==> config.mk <==
export PLATFORM = sky130hd
export DESIGN_NAME = six_field_varint_message_encoder_unit
export DESIGN_NICKNAME = d
export VERILOG_FILES = /design/src/hdl/svme_pkg.sv /design/src/hdl/svme_dp.sv /design/src/hdl/svme_ctrl.sv /design/src/hdl/six_field_varint_message_encoder_unit.sv
export SDC_FILE = /design/constraint.sdc
export NUM_CORES = 1
export LEC_CHECK = 0
export BUFFER_PORTS_ARGS = -buffer_cell sky130_fd_sc_hd__buf_2
export CORE_MARGIN = 10
export CORE_UTILIZATION = 35
export CTS_BUF_LIST = sky130_fd_sc_hd__clkbuf_8
export DETAILED_ROUTE_END_ITERATION = 8
export PLACE_DENSITY = 0.57
export REMOVE_ABC_BUFFERS = 1
export SLEW_MARGIN = 20
export SYNTH_ARGS = -nofsm -noshare
export SYNTH_HDL_FRONTEND = slang
export SYNTH_HIERARCHICAL = 1
export SYNTH_SLANG_ARGS = --single-unit
==> constraint.sdc <==
create_clock -name i_clk -period 10.15 [get_ports i_clk]
set_input_delay 1.015 -clock i_clk [delete_from_list [all_inputs] [get_ports i_clk]]
set_output_delay 1.015 -clock i_clk [all_outputs]
set_load 0.05 [all_outputs]
==> src/hdl/svme_pkg.sv <==
// Shared types and constants for the six-field varint message encoder.
`default_nettype none
package svme_pkg;

    localparam int unsigned VALUE_W     = 32;
    localparam int unsigned BYTE_W      = 8;
    localparam int unsigned GROUP_W     = 7;
    localparam int unsigned FIELD_COUNT = 6;
    localparam int unsigned FIELD_W     = 3;
    localparam int unsigned WIRE_W      = 3;

    localparam logic [BYTE_W-1:0]  HEADER_BYTE = 8'h03;
    localparam logic [WIRE_W-1:0]  WIRE_VARINT = 3'b000;
    localparam logic [FIELD_W-1:0] FIELD_FIRST = 3'd1;
    localparam logic [FIELD_W-1:0] FIELD_FINAL = 3'(FIELD_COUNT);

    typedef logic [1:0] t_sel;
    localparam t_sel SEL_HDR = 2'd0;
    localparam t_sel SEL_TAG = 2'd1;
    localparam t_sel SEL_VAL = 2'd2;

    typedef logic [VALUE_W-1:0] t_value;

    typedef struct packed {
        logic               load_in;
        logic               load_cur;
        logic               shift;
        logic               emit;
        logic               last;
        t_sel               sel;
        logic [FIELD_W-1:0] field;
    } t_dp_cmd;

    typedef struct packed {
        logic more;
        logic out_free;
    } t_dp_sts;

endpackage
`default_nettype wire

==> src/hdl/svme_dp.sv <==
// Datapath: field store, varint shifter and output register.
`default_nettype none
module svme_dp import svme_pkg::*; (
    input  wire logic    i_clk,
    input  wire logic    i_rst_n,
    input  wire t_dp_cmd i_cmd,
    output t_dp_sts      o_sts,
    input  wire t_value  i_power_watts,
    input  wire t_value  i_cadence_rpm,
    input  wire t_value  i_speed_hundredths,
    input  wire t_value  i_heart_rate,
    input  wire t_value  i_extra_one,
    input  wire t_value  i_extra_two,
    output logic         o_out_valid,
    input  wire logic    i_out_stall,
    output logic [BYTE_W-1:0] o_out_byte,
    output logic         o_is_last
);

    t_value              r_fields [FIELD_COUNT];
    t_value              r_cur;
    logic [BYTE_W-1:0]   r_byte;
    logic                r_last;
    logic                r_valid;
    logic [BYTE_W-1:0]   n_byte;
    logic                w_more;

    assign w_more = |r_cur[VALUE_W-1:GROUP_W];

    always_comb begin
        unique case (i_cmd.sel)
            SEL_HDR: n_byte = HEADER_BYTE;
            SEL_TAG: n_byte = {2'b00, i_cmd.field, WIRE_VARINT};
            SEL_VAL: n_byte = {w_more, r_cur[GROUP_W-1:0]};
            default: n_byte = '0;
        endcase
    end

    always_ff @(posedge i_clk) begin
        if (i_cmd.load_in) begin
            r_fields[0] <= i_power_watts;
            r_fields[1] <= i_cadence_rpm;
            r_fields[2] <= i_speed_hundredths;
            r_fields[3] <= i_heart_rate;
            r_fields[4] <= i_extra_one;
            r_fields[5] <= i_extra_two;
        end else if (i_cmd.load_cur) begin
            for (int k = 0; k < FIELD_COUNT - 1; k++) begin
                r_fields[k] <= r_fields[k+1];
            end
        end
        if (i_cmd.load_cur) begin
            r_cur <= r_fields[0];
        end else if (i_cmd.shift) begin
            r_cur <= r_cur >> GROUP_W;
        end
        if (i_cmd.emit) begin
            r_byte <= n_byte;
            r_last <= i_cmd.last;
        end
    end

    always_ff @(posedge i_clk) begin
        if (!i_rst_n) begin
            r_valid <= 1'b0;
        end else if (i_cmd.emit) begin
            r_valid <= 1'b1;
        end else if (!i_out_stall) begin
            r_valid <= 1'b0;
        end
    end

    assign o_sts.more     = w_more;
    assign o_sts.out_free = !r_valid || !i_out_stall;
    assign o_out_valid    = r_valid;
    assign o_out_byte     = r_byte;
    assign o_is_last      = r_last;

endmodule
`default_nettype wire

==> src/hdl/svme_ctrl.sv <==
// Controller: sequences header, tag and varint bytes of one message.
`default_nettype none
module svme_ctrl import svme_pkg::*; (
    input  wire logic    i_clk,
    input  wire logic    i_rst_n,
    input  wire logic    i_in_valid,
    output logic         o_in_stall,
    input  wire t_dp_sts i_sts,
    output t_dp_cmd      o_cmd
);

    localparam logic [1:0] ST_IDLE = 2'd0;
    localparam logic [1:0] ST_HDR  = 2'd1;
    localparam logic [1:0] ST_TAG  = 2'd2;
    localparam logic [1:0] ST_VAL  = 2'd3;

    logic [1:0]         r_state;
    logic [1:0]         n_state;
    logic [FIELD_W-1:0] r_field;
    logic [FIELD_W-1:0] n_field;
    logic               w_busy;
    logic               w_emit;

    assign w_busy = (r_state != ST_IDLE);
    assign w_emit = w_busy && i_sts.out_free;

    always_comb begin
        n_state        = r_state;
        n_field        = r_field;
        o_cmd.load_in  = 1'b0;
        o_cmd.load_cur = 1'b0;
        o_cmd.shift    = 1'b0;
        o_cmd.emit     = w_emit;
        o_cmd.last     = 1'b0;
        o_cmd.sel      = SEL_HDR;
        o_cmd.field    = r_field;
        unique case (r_state)
            ST_IDLE: begin
                if (i_in_valid) begin
                    o_cmd.load_in = 1'b1;
                    n_field       = FIELD_FIRST;
                    n_state       = ST_HDR;
                end
            end
            ST_HDR: begin
                o_cmd.sel = SEL_HDR;
                if (w_emit) begin
                    n_state = ST_TAG;
                end
            end
            ST_TAG: begin
                o_cmd.sel = SEL_TAG;
                if (w_emit) begin
                    o_cmd.load_cur = 1'b1;
                    n_state        = ST_VAL;
                end
            end
            ST_VAL: begin
                o_cmd.sel  = SEL_VAL;
                o_cmd.last = !i_sts.more && (r_field == FIELD_FINAL);
                if (w_emit) begin
                    o_cmd.shift = 1'b1;
                    if (!i_sts.more) begin
                        if (r_field == FIELD_FINAL) begin
                            n_state = ST_IDLE;
                        end else begin
                            n_field = r_field + FIELD_W'(1);
                            n_state = ST_TAG;
                        end
                    end
                end
            end
            default: n_state = ST_IDLE;
        endcase
    end

    always_ff @(posedge i_clk) begin
        if (!i_rst_n) begin
            r_state <= ST_IDLE;
            r_field <= FIELD_FIRST;
        end else begin
            r_state <= n_state;
            r_field <= n_field;
        end
    end

    assign o_in_stall = w_busy;

endmodule
`default_nettype wire

==> src/hdl/six_field_varint_message_encoder_unit.sv <==
// Top level of the six-field varint message encoder.
// Input channel: i_in_valid / o_in_stall with six 32-bit field values.
// Output channel: o_out_valid / i_out_stall with one message byte per
// transaction and o_is_last marking the final byte.
// A message is the header byte 0x03, then for fields 1 to 6 a tag byte
// (field number << 3) and the value as a base-128 varint, low group first.
// After an input transaction the header state emits the header byte.
// Throughput: one byte per cycle while the receiver takes them; a message
// of 13 to 37 bytes is sent by the single byte sequencer through the
// one-byte output register.
// o_in_stall is high while a message is being sequenced; the next input
// transaction is taken as soon as the final byte sits in the output
// register, even while that byte is still stalled.
// A stalled output byte is held and the sequencer waits.
// Reset clears the sequencer and the output valid; no message is pending.
`default_nettype none
module six_field_varint_message_encoder_unit import svme_pkg::*; (
    input  wire logic        i_clk,
    input  wire logic        i_rst_n,
    input  wire logic        i_in_valid,
    output logic             o_in_stall,
    input  wire t_value      i_power_watts,
    input  wire t_value      i_cadence_rpm,
    input  wire t_value      i_speed_hundredths,
    input  wire t_value      i_heart_rate,
    input  wire t_value      i_extra_one,
    input  wire t_value      i_extra_two,
    output logic             o_out_valid,
    input  wire logic        i_out_stall,
    output logic [BYTE_W-1:0] o_out_byte,
    output logic             o_is_last
);

    t_dp_cmd w_cmd;
    t_dp_sts w_sts;

    svme_ctrl u_ctrl (
        .i_clk      (i_clk),
        .i_rst_n    (i_rst_n),
        .i_in_valid (i_in_valid),
        .o_in_stall (o_in_stall),
        .i_sts      (w_sts),
        .o_cmd      (w_cmd)
    );

    svme_dp u_dp (
        .i_clk              (i_clk),
        .i_rst_n            (i_rst_n),
        .i_cmd              (w_cmd),
        .o_sts              (w_sts),
        .i_power_watts      (i_power_watts),
        .i_cadence_rpm      (i_cadence_rpm),
        .i_speed_hundredths (i_speed_hundredths),
        .i_heart_rate       (i_heart_rate),
        .i_extra_one        (i_extra_one),
        .i_extra_two        (i_extra_two),
        .o_out_valid        (o_out_valid),
        .i_out_stall        (i_out_stall),
        .o_out_byte         (o_out_byte),
        .o_is_last          (o_is_last)
    );

    a_accept_busy: assert property (@(posedge i_clk) disable iff (!i_rst_n)
        (i_in_valid && !o_in_stall) |=> o_in_stall)
        else $error("sequencer not busy after input transaction");

    a_last_frees_input: assert property (@(posedge i_clk) disable iff (!i_rst_n)
        (w_cmd.emit && w_cmd.last) |=> !o_in_stall)
        else $error("input still stalled after final byte");

    a_last_from_value: assert property (@(posedge i_clk) disable iff (!i_rst_n)
        w_cmd.last |-> (w_cmd.sel == SEL_VAL && !w_sts.more))
        else $error("final byte flagged outside last varint group");

    a_emit_needs_room: assert property (@(posedge i_clk) disable iff (!i_rst_n)
        w_cmd.emit |-> w_sts.out_free)
        else $error("byte emitted into occupied output register");

endmodule
`default_nettype wire

==> results.sh <==
export IMPL_fin_crit_ps=4020
export IMPL_hold_buffers=0
export IMPL_drc=0
export IMPL_firstDrtPassIters=4
export IMPL_final_util_pct=43.1
export IMPL_start_util_pct=35.5
export IMPL_slowest_delay_ps=760
export IMPL_peakVddDrop_v=0.000110
export IMPL_rows=62
export IMPL_cts_tree="yes"
export IMPL_dr_total_vias=5215
export IMPL_status="finished, final reports clean"
export IMPL_ys_seq_elements=239
export IMPL_cp_arrival_ps=4280
export IMPL_drive_above_1_share_pct=59.1
export IMPL_start_kind="input port"
export IMPL_worst_slew_pin_slew_ps=1050
export IMPL_r2r_cells=5
export IMPL_cts_resized=0
export IMPL_ys_seq_area_share_pct=69.6
export IMPL_worstPathCellList="buf_2 > or3b_2 > inv_2 > nand2b_4 > buf_12 > mux2_2"
export IMPL_syn2layout_area_growth_pct=21.4
export IMPL_netlist_area_sq_mm=0.0102
export IMPL_synth_largest_area_cell="edfxtp_1"
export IMPL_path_delay_family="buffers and inverters"
export IMPL_antenna_found_initial=10
export IMPL_clk_latency_ps=520
export IMPL_power_density_mw_per_mm2=200
export IMPL_routed_wirelength_mm=20.8
export IMPL_critPathMaxFanout=117
export IMPL_rr_endpoint="u_dp/r_fields[0][43]"
export IMPL_drv_slew=0
export IMPL_cts_setup_buffers=0
export IMPL_ys_types=37
export IMPL_grt_start_max_net_pins=118
export IMPL_numCtsBuffers=42
export IMPL_rsz0062_at_grt="no"
export IMPL_finalSetupTns_ps=0
export IMPL_core_sq_mm=0.0288
export IMPL_port_buffers=206
export IMPL_cts_max_level=2
export IMPL_viasPerCell=4.49
export IMPL_grt_pass1_wl_mm=32.0
export IMPL_worstHoldStart="u_ctrl/r_field[2]"
export IMPL_gp_congestion=0.754
export IMPL_cts_root_buf="clkbuf_8"
export IMPL_r2r_setup_slack_ps=6300
export IMPL_finalHoldViolations=0
export IMPL_cts_max_path_buffers=3
export IMPL_cp_required_ps=10410
export IMPL_skew_ps=12.2
export IMPL_synth_cells=517
export IMPL_die_y_um=191
export IMPL_leakage_nw=5.07
export IMPL_post_route_period_util_pct=39.6
export IMPL_min_to="u_ctrl/r_field[2]"
export IMPL_drv_cap=0
export IMPL_worst_path_buf_inv=3
export IMPL_routedWlPerCell_um=17.9
export IMPL_r2r_start="u_ctrl/r_state[0]"
export IMPL_yosysWarnings=6
export IMPL_grt_use_total_pct=11.0
export IMPL_holdPathStages=1
export IMPL_p_total_w=0.00248
export IMPL_criticalPathCategory="in2reg"
export IMPL_nets=943
export IMPL_place_inst=1084
export IMPL_globalRouteOverflowTotal=0
export IMPL_boundaryPins=207
export IMPL_synth_area_top_cells="edfxtp_1 (68%), mux2_4 (15%), mux2_2 (9.4%)"
export IMPL_drt_iter0_markers=217
export IMPL_die_w_um=191
export IMPL_setup_viol=0
export IMPL_dieArea_sq_mm=0.0364
export IMPL_cts_sinks=239
export IMPL_endpoint_kind="flop"
export IMPL_hold_class="reg2reg"
export IMPL_max_freq_ghz=0.249
export IMPL_slowest_stage="nand2b_4"
export IMPL_yosysTopAreaCellShare_pct=68.4
export IMPL_final_cells=1162
export IMPL_antenna_left=0
export IMPL_avgSynthCellArea_sq_um=19.8
export IMPL_relSlewSlack_pct=29.8
export IMPL_fin_area_sq_mm=0.0124
export IMPL_hpwl_mm=14.3
export IMPL_path_clk_slew_ps=50
export IMPL_dpl_cell_area_sq_mm=0.0116
export IMPL_grt_pass1_vias=5910
synthesized netlist by cell type:
cell      instances
buf_6            12
mux2_4          101
and2b_2           1
or2_2             2
ha_1              2
clkbuf_1          1
nand2_1           2
nand3b_1          1
nor2b_1           3
mux2_2           85
nand3_1           1
and4_1            1
a221o_1           1
nor2_1            3
nor3b_1           1
o21ai_0           1
a21oi_1           6
nor4_1            5
edfxtp_1        233
buf_2             9
inv_1             8
or3b_2            1
dfxtp_1           6
nand4_1           1
o211ai_1          1
a41oi_1           1
and2_1           11
nor3_1            2
and2_2            1
a22o_1            3
nand4b_1          1
buf_4             3
a211oi_1          1
and3_2            1
nand2b_1          3
o22ai_1           1
and4b_4           1
sequential cells by signal, summed over array words and instances (netlist names):
signal	count
u_dp/r_fields	192
u_dp/r_cur	32
u_dp/o_out_byte	8
u_dp/o_out_valid	1
u_ctrl/r_state	2
u_ctrl/r_field	3
u_dp/o_is_last	1
cells by family after synthesis:
family                   count (synthesis)  share of synthesized area (%)
AO/OA/AOI/OAI                           15                          0.992
adder cells (fa/ha/maj)                  2                          0.245
buffers and inverters                   33                           2.31
flip-flops                             239                           69.6
multiplexers                           186                           24.2
AND/OR/NAND/NOR                         42                           2.63
worst max path at each step:
stage	start	end	slack [ps]	depth (start not counted)
3_3_place_gp	i_in_valid	u_dp/r_fields[0][51]	5440	5
2_1_floorplan	i_in_valid	u_dp/r_fields[0][0]	1700	4
4_1_cts	i_in_valid	u_dp/r_fields[0][144]	5870	5
6_report	i_in_valid	u_dp/r_fields[0][43]	6130	6
5_1_grt	i_in_valid	u_dp/r_fields[0][43]	5950	6
3_5_place_dp	i_in_valid	u_dp/r_fields[0][147]	5300	5
per-layer routing:
layer | global-route usage [%] | vias to the layer above | part of all wire, %
li1 | - | 2491 | -
met1 | 12.6 | 2501 | 40
met2 | 17.9 | 166 | 49
met3 | 5.32 | 47 | 9.2
met4 | 3.39 | 10 | 1.8
met5 | 0 | - | 0.24
final cells by class:
type	instances	area, sq um
fillers	2581	16400
inverters	8	30.0
flip-flops and latches	239	7120
diodes	5	12.5
repair buffers	209	1090
clock inverters	25	153
clock buffers	47	647
multi-input cells	245	2880
well taps	384	480
power by group:
group	switching [W]	internal (W)
clock	0.000365	0.000471
combinational	0.000175	0.000161
sequential	0.0000403	0.00127
total	0.000579	0.00190
cells in the final DEF (no fill, tap or decap), drive strengths merged, types with 4 or more instances in the layout:
cell    netlist  layout
buf          24     209
a21oi         6       6
diode         0       5
clkinv        0       4
and2         12      12
edfxtp      233     233
nor4          5       5
mux2        186     186
dfxtp         6       6
clkbuf        1      47
inv           8      26
worst reg2reg max path, delay by kind of cell, from the launching register on:
kind / cells / cell delay, ps
buf+inv: 2 / 1280
flops: 1 / 400
mux: 1 / 640
simple gates: 2 / 1300
per-stage QoR:
stage	hold WS, ps	setup WS (ps)
final	522	6130
after global routing	535	5950
after CTS	517	5870
after detailed placement	509	5300
after global placement	482	5440
after floorplan	461	1700
No activity file was read; power rests on OpenSTA's default activity.
